--- src/design/adsrfe_pkg.sv ---
package adsrfe_pkg;

  // Field and datapath widths.
  localparam int LEN_W        = 24;
  localparam int SUS_W        = 16;
  localparam int LVL_FRAC     = 15;
  localparam int LVL_W        = LVL_FRAC + 1;
  localparam int POS_W        = 32;
  localparam int NUM_W        = LEN_W + LVL_W;
  localparam int DIV_STEPS    = LVL_W;
  localparam int DIV_CNT_W    = $clog2(DIV_STEPS);
  localparam int CNT_BITS_DEF = 32;
  localparam int STG_W        = 3;
  localparam int REQ_W        = 3;
  localparam int CFG_IDX_W    = 2;
  localparam int UPC_W        = 5;

  // Own stage codes.
  localparam logic [STG_W-1:0] ST_IDLE    = 3'd0;
  localparam logic [STG_W-1:0] ST_ATTACK  = 3'd1;
  localparam logic [STG_W-1:0] ST_DECAY   = 3'd2;
  localparam logic [STG_W-1:0] ST_SUSTAIN = 3'd3;
  localparam logic [STG_W-1:0] ST_RELEASE = 3'd4;

  // Requested stage codes from the leading envelope.
  localparam logic [REQ_W-1:0] REQ_IDLE    = 3'd0;
  localparam logic [REQ_W-1:0] REQ_ATTACK  = 3'd1;
  localparam logic [REQ_W-1:0] REQ_DECAY   = 3'd2;
  localparam logic [REQ_W-1:0] REQ_SUSTAIN = 3'd3;
  localparam logic [REQ_W-1:0] REQ_HOLD    = 3'd4;
  localparam logic [REQ_W-1:0] REQ_RELEASE = 3'd5;

  // Configuration register indexes.
  localparam logic [CFG_IDX_W-1:0] CFG_ATTACK  = 2'd0;
  localparam logic [CFG_IDX_W-1:0] CFG_DECAY   = 2'd1;
  localparam logic [CFG_IDX_W-1:0] CFG_SUSTAIN = 2'd2;
  localparam logic [CFG_IDX_W-1:0] CFG_RELEASE = 2'd3;

  localparam logic [LEN_W-1:0] ATTACK_RST  = 24'd480;
  localparam logic [LEN_W-1:0] DECAY_RST   = 24'd4800;
  localparam logic [SUS_W-1:0] SUSTAIN_RST = 16'd16384;
  localparam logic [LEN_W-1:0] RELEASE_RST = 24'd4800;

  typedef enum logic [3:0] {
    OP_NOP,
    OP_TAKE,
    OP_RESYNC,
    OP_ATK_LOAD,
    OP_ATK_END,
    OP_DIFF,
    OP_FACTOR,
    OP_MUL,
    OP_DIV_STEP,
    OP_LEVEL_QUOT,
    OP_RAMP_END,
    OP_LEVEL_SUS,
    OP_LEVEL_IDLE,
    OP_FINISH
  } uop_e;

  typedef enum logic [3:0] {
    JC_NEXT,
    JC_ALWAYS,
    JC_NO_INPUT,
    JC_IS_ATTACK,
    JC_IS_DECAY,
    JC_IS_SUSTAIN,
    JC_IS_RELEASE,
    JC_POS_GE_ATK,
    JC_DIFF_GE_LEN,
    JC_DIV_MORE,
    JC_OUT_BUSY
  } jcond_e;

  typedef struct packed {
    uop_e               op;
    jcond_e             jc;
    logic [UPC_W-1:0]   target;
  } ucw_t;

  typedef struct packed {
    logic no_input;
    logic is_attack;
    logic is_decay;
    logic is_sustain;
    logic is_release;
    logic pos_ge_atk;
    logic diff_ge_len;
    logic div_more;
    logic out_busy;
  } cond_t;

  // Microprogram addresses.
  localparam logic [UPC_W-1:0] A_WAIT      = 5'd0;
  localparam logic [UPC_W-1:0] A_RESYNC    = 5'd1;
  localparam logic [UPC_W-1:0] A_DISP_ATK  = 5'd2;
  localparam logic [UPC_W-1:0] A_DISP_DEC  = 5'd3;
  localparam logic [UPC_W-1:0] A_DISP_SUS  = 5'd4;
  localparam logic [UPC_W-1:0] A_DISP_REL  = 5'd5;
  localparam logic [UPC_W-1:0] A_IDLE      = 5'd6;
  localparam logic [UPC_W-1:0] A_ATK       = 5'd7;
  localparam logic [UPC_W-1:0] A_ATK_LOAD  = 5'd8;
  localparam logic [UPC_W-1:0] A_ATK_END   = 5'd9;
  localparam logic [UPC_W-1:0] A_RAMP      = 5'd10;
  localparam logic [UPC_W-1:0] A_RAMP_TEST = 5'd11;
  localparam logic [UPC_W-1:0] A_FACTOR    = 5'd12;
  localparam logic [UPC_W-1:0] A_MUL       = 5'd13;
  localparam logic [UPC_W-1:0] A_DIV       = 5'd14;
  localparam logic [UPC_W-1:0] A_QUOT      = 5'd15;
  localparam logic [UPC_W-1:0] A_OUT       = 5'd16;
  localparam logic [UPC_W-1:0] A_FINISH    = 5'd17;
  localparam logic [UPC_W-1:0] A_RAMP_END  = 5'd18;
  localparam logic [UPC_W-1:0] A_SUS       = 5'd19;

  function automatic ucw_t ucode_rom(input logic [UPC_W-1:0] addr);
    ucw_t w;
    unique case (addr)
      A_WAIT:      w = '{OP_TAKE,       JC_NO_INPUT,    A_WAIT};
      A_RESYNC:    w = '{OP_RESYNC,     JC_NEXT,        A_WAIT};
      A_DISP_ATK:  w = '{OP_NOP,        JC_IS_ATTACK,   A_ATK};
      A_DISP_DEC:  w = '{OP_NOP,        JC_IS_DECAY,    A_RAMP};
      A_DISP_SUS:  w = '{OP_NOP,        JC_IS_SUSTAIN,  A_SUS};
      A_DISP_REL:  w = '{OP_NOP,        JC_IS_RELEASE,  A_RAMP};
      A_IDLE:      w = '{OP_LEVEL_IDLE, JC_ALWAYS,      A_OUT};
      A_ATK:       w = '{OP_NOP,        JC_POS_GE_ATK,  A_ATK_END};
      A_ATK_LOAD:  w = '{OP_ATK_LOAD,   JC_ALWAYS,      A_DIV};
      A_ATK_END:   w = '{OP_ATK_END,    JC_ALWAYS,      A_OUT};
      A_RAMP:      w = '{OP_DIFF,       JC_NEXT,        A_WAIT};
      A_RAMP_TEST: w = '{OP_NOP,        JC_DIFF_GE_LEN, A_RAMP_END};
      A_FACTOR:    w = '{OP_FACTOR,     JC_NEXT,        A_WAIT};
      A_MUL:       w = '{OP_MUL,        JC_NEXT,        A_WAIT};
      A_DIV:       w = '{OP_DIV_STEP,   JC_DIV_MORE,    A_DIV};
      A_QUOT:      w = '{OP_LEVEL_QUOT, JC_ALWAYS,      A_OUT};
      A_OUT:       w = '{OP_NOP,        JC_OUT_BUSY,    A_OUT};
      A_FINISH:    w = '{OP_FINISH,     JC_ALWAYS,      A_WAIT};
      A_RAMP_END:  w = '{OP_RAMP_END,   JC_ALWAYS,      A_OUT};
      A_SUS:       w = '{OP_LEVEL_SUS,  JC_ALWAYS,      A_OUT};
      default:     w = '{OP_NOP,        JC_ALWAYS,      A_WAIT};
    endcase
    return w;
  endfunction

endpackage

--- src/design/adsrfe_useq.sv ---
module adsrfe_useq (
  input  logic              clk_i,
  input  logic              rst_ni,
  input  adsrfe_pkg::cond_t cond_i,
  output adsrfe_pkg::uop_e  op_o
);
  import adsrfe_pkg::*;

  logic [UPC_W-1:0] upc_q, upc_d;
  ucw_t             ucw;
  logic             take;

  assign ucw  = ucode_rom(upc_q);
  assign op_o = ucw.op;

  always_comb begin
    unique case (ucw.jc)
      JC_NEXT:        take = 1'b0;
      JC_ALWAYS:      take = 1'b1;
      JC_NO_INPUT:    take = cond_i.no_input;
      JC_IS_ATTACK:   take = cond_i.is_attack;
      JC_IS_DECAY:    take = cond_i.is_decay;
      JC_IS_SUSTAIN:  take = cond_i.is_sustain;
      JC_IS_RELEASE:  take = cond_i.is_release;
      JC_POS_GE_ATK:  take = cond_i.pos_ge_atk;
      JC_DIFF_GE_LEN: take = cond_i.diff_ge_len;
      JC_DIV_MORE:    take = cond_i.div_more;
      JC_OUT_BUSY:    take = cond_i.out_busy;
      default:        take = 1'b1;
    endcase
    upc_d = take ? ucw.target : upc_q + UPC_W'(1);
  end

  always_ff @(posedge clk_i or negedge rst_ni) begin
    if (!rst_ni) begin
      upc_q <= A_WAIT;
    end else begin
      upc_q <= upc_d;
    end
  end

endmodule

--- src/design/adsr_follower_envelope.sv ---
// Channel   Direction  Handshake                Payload
// input     in         in_valid_i / in_stall_o   requested_stage_i
// result    out        out_valid_o / out_stall_i level_o, stage_o
// config    in         cfg_we_i (no wait)        cfg_idx_i, cfg_data_i
//
// From acceptance to result, words on the release and decay ramps take the longest,
// set by the 16-step shift-subtract divider.
// The next word is accepted once the result sits in the output register.
// The output register holds a stalled result; the sequencer waits before it
// writes the next one. Reset puts the envelope in idle with level zero.
module adsr_follower_envelope #(
  parameter int COUNT_BITS = adsrfe_pkg::CNT_BITS_DEF
) (
  input  logic                            clk_i,
  input  logic                            rst_ni,
  input  logic                            in_valid_i,
  output logic                            in_stall_o,
  input  logic [adsrfe_pkg::REQ_W-1:0]    requested_stage_i,
  output logic                            out_valid_o,
  input  logic                            out_stall_i,
  output logic [adsrfe_pkg::LVL_W-1:0]    level_o,
  output logic [adsrfe_pkg::STG_W-1:0]    stage_o,
  input  logic                            cfg_we_i,
  input  logic [adsrfe_pkg::CFG_IDX_W-1:0] cfg_idx_i,
  input  logic [adsrfe_pkg::LEN_W-1:0]    cfg_data_i
);
  import adsrfe_pkg::*;

  localparam int DIFF_W = (COUNT_BITS > POS_W) ? COUNT_BITS : POS_W;
  localparam logic [LVL_W-1:0] FULL = LVL_W'(1) << LVL_FRAC;

  // Configuration.
  logic [LEN_W-1:0] attack_len_q, attack_len_d;
  logic [LEN_W-1:0] decay_len_q, decay_len_d;
  logic [SUS_W-1:0] sustain_q, sustain_d;
  logic [LEN_W-1:0] release_len_q, release_len_d;

  // Envelope state.
  logic [STG_W-1:0]      own_q, own_d;
  logic [POS_W-1:0]      pos_q, pos_d;
  logic [COUNT_BITS-1:0] cnt_q, cnt_d;
  logic [COUNT_BITS-1:0] rel_time_q, rel_time_d;
  logic [LVL_W-1:0]      rel_level_q, rel_level_d;
  logic [LVL_W-1:0]      lvl_q, lvl_d;

  // Working registers.
  logic [REQ_W-1:0]     req_q, req_d;
  logic [DIFF_W-1:0]    diff_q, diff_d;
  logic [LEN_W-1:0]     fa_q, fa_d;
  logic [LVL_W-1:0]     fb_q, fb_d;
  logic [LEN_W-1:0]     den_q, den_d;
  logic [NUM_W-1:0]     num_q, num_d;
  logic [DIV_CNT_W-1:0] div_cnt_q, div_cnt_d;

  // Output register.
  logic             out_valid_q, out_valid_d;
  logic [LVL_W-1:0] out_level_q, out_level_d;
  logic [STG_W-1:0] out_stage_q, out_stage_d;

  uop_e  op;
  cond_t cond;

  logic [LVL_W-1:0]  sus;
  logic [LEN_W-1:0]  ramp_len;
  logic [LEN_W:0]    div_trial;
  logic [LEN_W:0]    div_sub;
  logic              div_ge;
  logic [NUM_W-1:0]  product;

  assign sus      = (sustain_q > FULL) ? FULL : sustain_q;
  assign ramp_len = (own_q == ST_DECAY) ? decay_len_q : release_len_q;

  // The remainder always stays below the divisor, so one trial subtract a step.
  assign div_trial = {num_q[NUM_W-1:LVL_W], num_q[LVL_W-1]};
  assign div_sub   = div_trial - {1'b0, den_q};
  assign div_ge    = div_trial >= {1'b0, den_q};
  assign product   = fa_q * fb_q;

  always_comb begin
    cond.no_input    = !in_valid_i;
    cond.is_attack   = own_q == ST_ATTACK;
    cond.is_decay    = own_q == ST_DECAY;
    cond.is_sustain  = own_q == ST_SUSTAIN;
    cond.is_release  = own_q == ST_RELEASE;
    cond.pos_ge_atk  = pos_q >= POS_W'(attack_len_q);
    cond.diff_ge_len = diff_q >= DIFF_W'(ramp_len);
    cond.div_more    = div_cnt_q != DIV_CNT_W'(DIV_STEPS - 1);
    cond.out_busy    = out_valid_q && out_stall_i;
  end

  adsrfe_useq u_useq (
    .clk_i  (clk_i),
    .rst_ni (rst_ni),
    .cond_i (cond),
    .op_o   (op)
  );

  assign in_stall_o  = op != OP_TAKE;
  assign out_valid_o = out_valid_q;
  assign level_o     = out_level_q;
  assign stage_o     = out_stage_q;

  always_comb begin
    attack_len_d  = attack_len_q;
    decay_len_d   = decay_len_q;
    sustain_d     = sustain_q;
    release_len_d = release_len_q;
    own_d         = own_q;
    pos_d         = pos_q;
    cnt_d         = cnt_q;
    rel_time_d    = rel_time_q;
    rel_level_d   = rel_level_q;
    lvl_d         = lvl_q;
    req_d         = req_q;
    diff_d        = diff_q;
    fa_d          = fa_q;
    fb_d          = fb_q;
    den_d         = den_q;
    num_d         = num_q;
    div_cnt_d     = div_cnt_q;
    out_valid_d   = out_valid_q && out_stall_i;
    out_level_d   = out_level_q;
    out_stage_d   = out_stage_q;

    if (cfg_we_i) begin
      unique case (cfg_idx_i)
        CFG_ATTACK:  attack_len_d  = cfg_data_i;
        CFG_DECAY:   decay_len_d   = cfg_data_i;
        CFG_SUSTAIN: sustain_d     = cfg_data_i[SUS_W-1:0];
        CFG_RELEASE: release_len_d = cfg_data_i;
      endcase
    end

    unique case (op)
      OP_TAKE: begin
        req_d = requested_stage_i;
      end
      OP_RESYNC: begin
        case (req_q) inside
          REQ_ATTACK: begin
            if (own_q != ST_ATTACK) begin
              own_d = ST_ATTACK;
              pos_d = '0;
            end
          end
          REQ_DECAY: begin
            if (own_q != ST_DECAY) begin
              own_d = ST_DECAY;
              pos_d = POS_W'(attack_len_q);
            end
          end
          REQ_SUSTAIN: begin
            own_d = ST_SUSTAIN;
          end
          REQ_HOLD, REQ_RELEASE: begin
            if (own_q != ST_RELEASE) begin
              own_d       = ST_RELEASE;
              rel_time_d  = cnt_q;
              rel_level_d = lvl_q;
            end
          end
          REQ_IDLE: begin
            if (own_q != ST_IDLE) begin
              own_d = ST_IDLE;
              lvl_d = '0;
            end
          end
          default: begin
          end
        endcase
      end
      OP_ATK_LOAD: begin
        num_d     = {1'b0, pos_q[LEN_W-1:0], {LVL_FRAC{1'b0}}};
        den_d     = attack_len_q;
        pos_d     = pos_q + POS_W'(1);
        div_cnt_d = '0;
      end
      OP_ATK_END: begin
        own_d = ST_DECAY;
        pos_d = POS_W'(attack_len_q);
        lvl_d = FULL;
      end
      OP_DIFF: begin
        if (own_q == ST_DECAY) begin
          diff_d = DIFF_W'(pos_q - POS_W'(attack_len_q));
        end else begin
          diff_d = DIFF_W'(cnt_q - rel_time_q);
        end
      end
      OP_FACTOR: begin
        // The ramp is still running here, so the difference fits a length.
        den_d = ramp_len;
        if (own_q == ST_DECAY) begin
          fa_d  = diff_q[LEN_W-1:0];
          fb_d  = FULL - sus;
          pos_d = pos_q + POS_W'(1);
        end else begin
          fa_d = release_len_q - diff_q[LEN_W-1:0];
          fb_d = rel_level_q;
        end
      end
      OP_MUL: begin
        num_d     = product;
        div_cnt_d = '0;
      end
      OP_DIV_STEP: begin
        num_d     = {(div_ge ? div_sub[LEN_W-1:0] : div_trial[LEN_W-1:0]),
                     num_q[LVL_W-2:0], div_ge};
        div_cnt_d = div_cnt_q + DIV_CNT_W'(1);
      end
      OP_LEVEL_QUOT: begin
        // Decay counts down from full scale; the other ramps use the quotient.
        if (own_q == ST_DECAY) begin
          lvl_d = FULL - num_q[LVL_W-1:0];
        end else begin
          lvl_d = num_q[LVL_W-1:0];
        end
      end
      OP_RAMP_END: begin
        if (own_q == ST_DECAY) begin
          own_d = ST_SUSTAIN;
          lvl_d = sus;
        end else begin
          own_d = ST_IDLE;
          lvl_d = '0;
        end
      end
      OP_LEVEL_SUS: begin
        lvl_d = sus;
      end
      OP_LEVEL_IDLE: begin
        own_d = ST_IDLE;
        lvl_d = '0;
      end
      OP_FINISH: begin
        cnt_d       = cnt_q + COUNT_BITS'(1);
        out_valid_d = 1'b1;
        out_level_d = lvl_q;
        out_stage_d = own_q;
      end
      default: begin
      end
    endcase
  end

  always_ff @(posedge clk_i or negedge rst_ni) begin
    if (!rst_ni) begin
      attack_len_q  <= ATTACK_RST;
      decay_len_q   <= DECAY_RST;
      sustain_q     <= SUSTAIN_RST;
      release_len_q <= RELEASE_RST;
      own_q         <= ST_IDLE;
      pos_q         <= '0;
      cnt_q         <= '0;
      rel_time_q    <= '0;
      rel_level_q   <= '0;
      lvl_q         <= '0;
      out_valid_q   <= 1'b0;
    end else begin
      attack_len_q  <= attack_len_d;
      decay_len_q   <= decay_len_d;
      sustain_q     <= sustain_d;
      release_len_q <= release_len_d;
      own_q         <= own_d;
      pos_q         <= pos_d;
      cnt_q         <= cnt_d;
      rel_time_q    <= rel_time_d;
      rel_level_q   <= rel_level_d;
      lvl_q         <= lvl_d;
      out_valid_q   <= out_valid_d;
    end
  end

  always_ff @(posedge clk_i) begin
    req_q       <= req_d;
    diff_q      <= diff_d;
    fa_q        <= fa_d;
    fb_q        <= fb_d;
    den_q       <= den_d;
    num_q       <= num_d;
    div_cnt_q   <= div_cnt_d;
    out_level_q <= out_level_d;
    out_stage_q <= out_stage_d;
  end

endmodule

--- config.mk ---
export PLATFORM = sky130hd
export DESIGN_NAME = adsr_follower_envelope
export DESIGN_NICKNAME = d
export VERILOG_FILES = /design/src/design/adsrfe_pkg.sv /design/src/design/adsrfe_useq.sv /design/src/design/adsr_follower_envelope.sv
export SDC_FILE = /design/constraint.sdc
export NUM_CORES = 2
export LEC_CHECK = 0
export ABC_CLOCK_PERIOD_IN_PS = 19500
export BUFFER_PORTS_ARGS = -buffer_cell sky130_fd_sc_hd__buf_2
export CORE_MARGIN = 2
export CORE_UTILIZATION = 67
export DETAILED_ROUTE_END_ITERATION = 7
export PLACE_DENSITY = 0.93
export SETUP_SLACK_MARGIN = 0.15
export SLEW_MARGIN = 5
export SYNTH_ARGS = -nofsm -noshare
export SYNTH_HDL_FRONTEND = slang
export SYNTH_HIERARCHICAL = 1
export SYNTH_SLANG_ARGS = --single-unit
--- constraint.sdc ---
create_clock -name clk_i -period 19.5 [get_ports clk_i]
set_input_delay 1.95 -clock clk_i [delete_from_list [all_inputs] [get_ports clk_i]]
set_output_delay 1.95 -clock clk_i [all_outputs]
set_load 0.05 [all_outputs]
==> key figures <==
Status
  • Status: completed

STA
  • Fin crit share: 0.3864
  • Rel. slew slack: 0.1371
  • RSZ-0062 raised after global routing: false
  • Worst Skew: 28.23 ps
  • Final WS setup: 11970 ps
  • Slew Limit Fails: 0
  • Final setup vio count: 0
  • Least-Margin Pin Slew: 1287 ps
  • Setup_tns: 0 ps
  • Final Hold Vio Count: 0
  • Max Fclk: 0.1327 GHz
  • Crit path time final: 7534 ps

Floorplanning
  • Row cnt: 85
  • I/O pin total: 55
  • Initial core utilization: 0.6751
  • Core box area: 53710 sq um
  • Die area: 55990 sq um
  • Die H: 236.6 um
  • Die width: 236.6 um

Critical path
  • Crit end category: flip-flop
  • Worst EP required: 19810 ps
  • Crit Path Max Fanout: 24
  • Worst r2r dst: num_q[35]
  • Worst setup SP type: flip-flop
  • Setup Crit Path Kind: flip-flop to flip-flop
  • FF-to-FF path depth: 22
  • CP arrival: 7840 ps
  • Reg-to-Reg Start: fb_q[6]
  • R2r setup slk: 11970 ps

Place
  • Dpl ws: 12210 ps
  • Port bufs: 54
  • Cell Area, Placed: 37020 sq um
  • Gpl congestion: 0.9878
  • HPWL Detailed: 72060 um

Synth
  • Cells after synthesis: 3894
  • Seq/Total Area, Yosys: 0.2899
  • Number of flops mapped to enable cells by yosys: 162
  • Syn Nets: 4491
  • Ys flop type: dfrtp_1
  • Most frequent cell after synthesis: inv_1
  • Top cells by count, synth: 505 x inv_1, 480 x nand2_1, 310 x fa_1
  • Synth area leaders: fa_1 17%, dfrtp_1 15%, edfxtp_1 13%, ha_1 8.7%, inv_1 5.2%
  • Mapped Area: 36260 sq um
  • Synth warn: 6
  • Share of the synthesized area in the top cell type: 0.1712
  • Synthesis-stage register bit count: 387
  • Synth unique cells: 96
  • Leading area contributor after synthesis: fa_1
  • Synthesized area per cell: 9.311 sq um
  • Async SR Flop Fraction: 0.5814

Flow run
  • Max_cap viols: 0

CTS
  • Post-CTS setup buffer count: 0
  • Hold_buf cts: 0
  • CTS tree: yes
  • CTS Sinks: 387
  • Clock Path Buffers: 3
  • Worst-Skew Late Latency: 590 ps
  • Clock-pin slew on the worst setup and hold paths: 70 ps
  • # H-tree levels: 2
  • # resized after CTS: 0
  • CTS Buf Count: 42
  • Root buffer selected by CTS: clkbuf_16

Finish
  • Share of cells above drive strength 1: 0.07920
  • Nets: 4453
  • Design area: 38470 sq um
  • Fillers: 3466
  • Synth-to-layout area growth: 6.091%

Worst hold path
  • Min-delay src: lvl_q[2]
  • Worst min path class: flip-flop to flip-flop
  • Hold Crit Depth: 0
  • Sink of the worst hold path: level_o[2]

GRT
  • Pin count of the biggest net entering global routing: 89
  • Global-route track usage on met3: 0.08044
  • Met1 capacity usage during global routing: 0.4686
  • Initial antenna violation count: 7
  • M2 GR Usage: 0.5898
  • Top Usage Layer GRT: met2
  • Grt ovf: 0
  • Number of global-route vias before repair: 30570
  • First-pass GRT wire length: 161200 um
  • All-Layer GR Usage: 0.3606

Detailed routing
  • Drt drc: 0
  • ANT nets after route: 0
  • Detailed Routing Iterations Pass 1: 6
  • Iteration-0 DRC Markers: 3843
  • Final wirelength: 99460 um
  • Routed len/inst: 21.66 um
  • Total number of vias: 29950
  • Vias per cell: 6.525
-- worst max-delay path: stages, from the launching register on --
cell	delay, ps
edfxtp_1	960
nand2_1	180
fa_1	580
inv_1	60
fa_1	550
inv_1	60
fa_1	500
inv_1	50
fa_1	490
fa_1	570
inv_1	60
fa_1	540
inv_1	40
ha_1	350
and2_1	290
o2111a_1	240
o31ai_2	110
a2111oi_2	570
o22ai_2	180
o21ai_1	300
a41o_1	260
nor3_1	60
a211o_1	240
-- flip-flops by register name, summed over array words and instances (netlist names), 24 cells and up --
signal / flops
attack_len_q: 24
cnt_q: 32
decay_len_q: 24
den_q: 24
diff_q: 32
fa_q: 24
num_q: 40
pos_q: 32
rel_time_q: 32
release_len_q: 24
-- routing by layer --
layer / wire length, um / up-vias
met5: 50 / -
met4: 4546 / 8
met3: 12100 / 407
met2: 46510 / 2080
met1: 36250 / 14390
li1: - / 13070
-- worst max path at each step --
stage,from,to,slack (ps)
global placement,fb_q[9],num_q[35],12430
global route,fb_q[6],num_q[35],11690
floorplan,fa_q[8],num_q[27],13080
finish,fb_q[6],num_q[35],11970
CTS,fb_q[6],num_q[35],12120
detailed placement,fb_q[6],num_q[35],12210
-- cell families (layout without fill, tap and decap cells) --
group,count (synthesis),count (layout),share of synthesized area
multiplexers,144,144,0.04345
adder cells (fa/ha/maj),563,563,0.2585
AND/OR/NAND/NOR,1168,1168,0.1564
other,0,6,0
flip-flops,387,387,0.2899
AO/OA/AOI/OAI,783,783,0.1378
XOR/XNOR,180,180,0.04348
buffers and inverters,669,664,0.07046
-- area by class of cell --
class	instances	area (sq um)	share of cell area
diodes	6	15.01	0.0003903
clock buffers	66	1361	0.03539
clock inverters	11	71.32	0.001854
inverters	506	1902	0.04944
multi-input cells	2838	23250	0.6045
flip-flops and latches	387	10510	0.2733
well taps	696	870.8	0.02264
repair buffers	81	483.0	0.01256
-- cells in the final DEF, fill, tap and decap left out, types with 28 or more instances in the layout --
| master | instances |
|---|---|
| a21o_1 | 74 |
| a21oi_1 | 195 |
| a31oi_1 | 28 |
| and2_1 | 163 |
| and3_1 | 33 |
| buf_2 | 53 |
| clkbuf_16 | 47 |
| dfrtp_1 | 212 |
| edfxtp_1 | 162 |
| fa_1 | 310 |
| ha_1 | 253 |
| inv_1 | 504 |
| mux2_2 | 89 |
| mux2i_1 | 52 |
| nand2_1 | 480 |
| nand2b_1 | 34 |
| nand3_1 | 56 |
| nand4_1 | 33 |
| nor2_1 | 186 |
| nor2b_1 | 28 |
| nor3_1 | 45 |
| o21ai_0 | 235 |
| xnor2_1 | 105 |
| xor2_1 | 75 |
-- per-stage QoR --
step	hold slack, ps	std cells	util
after global placement	456.3	4508	0.6893
final	494.0	4591	0.7162
after global routing	509.5	4585	0.7159
after floorplan	441.0	3894	-
after CTS	490.5	4585	0.7159
after detailed placement	478.4	4508	0.6893
Power is left out: the tool's default activity adds up to more than one toggle a clock period on the data nets, which glitch-free logic cannot reach.
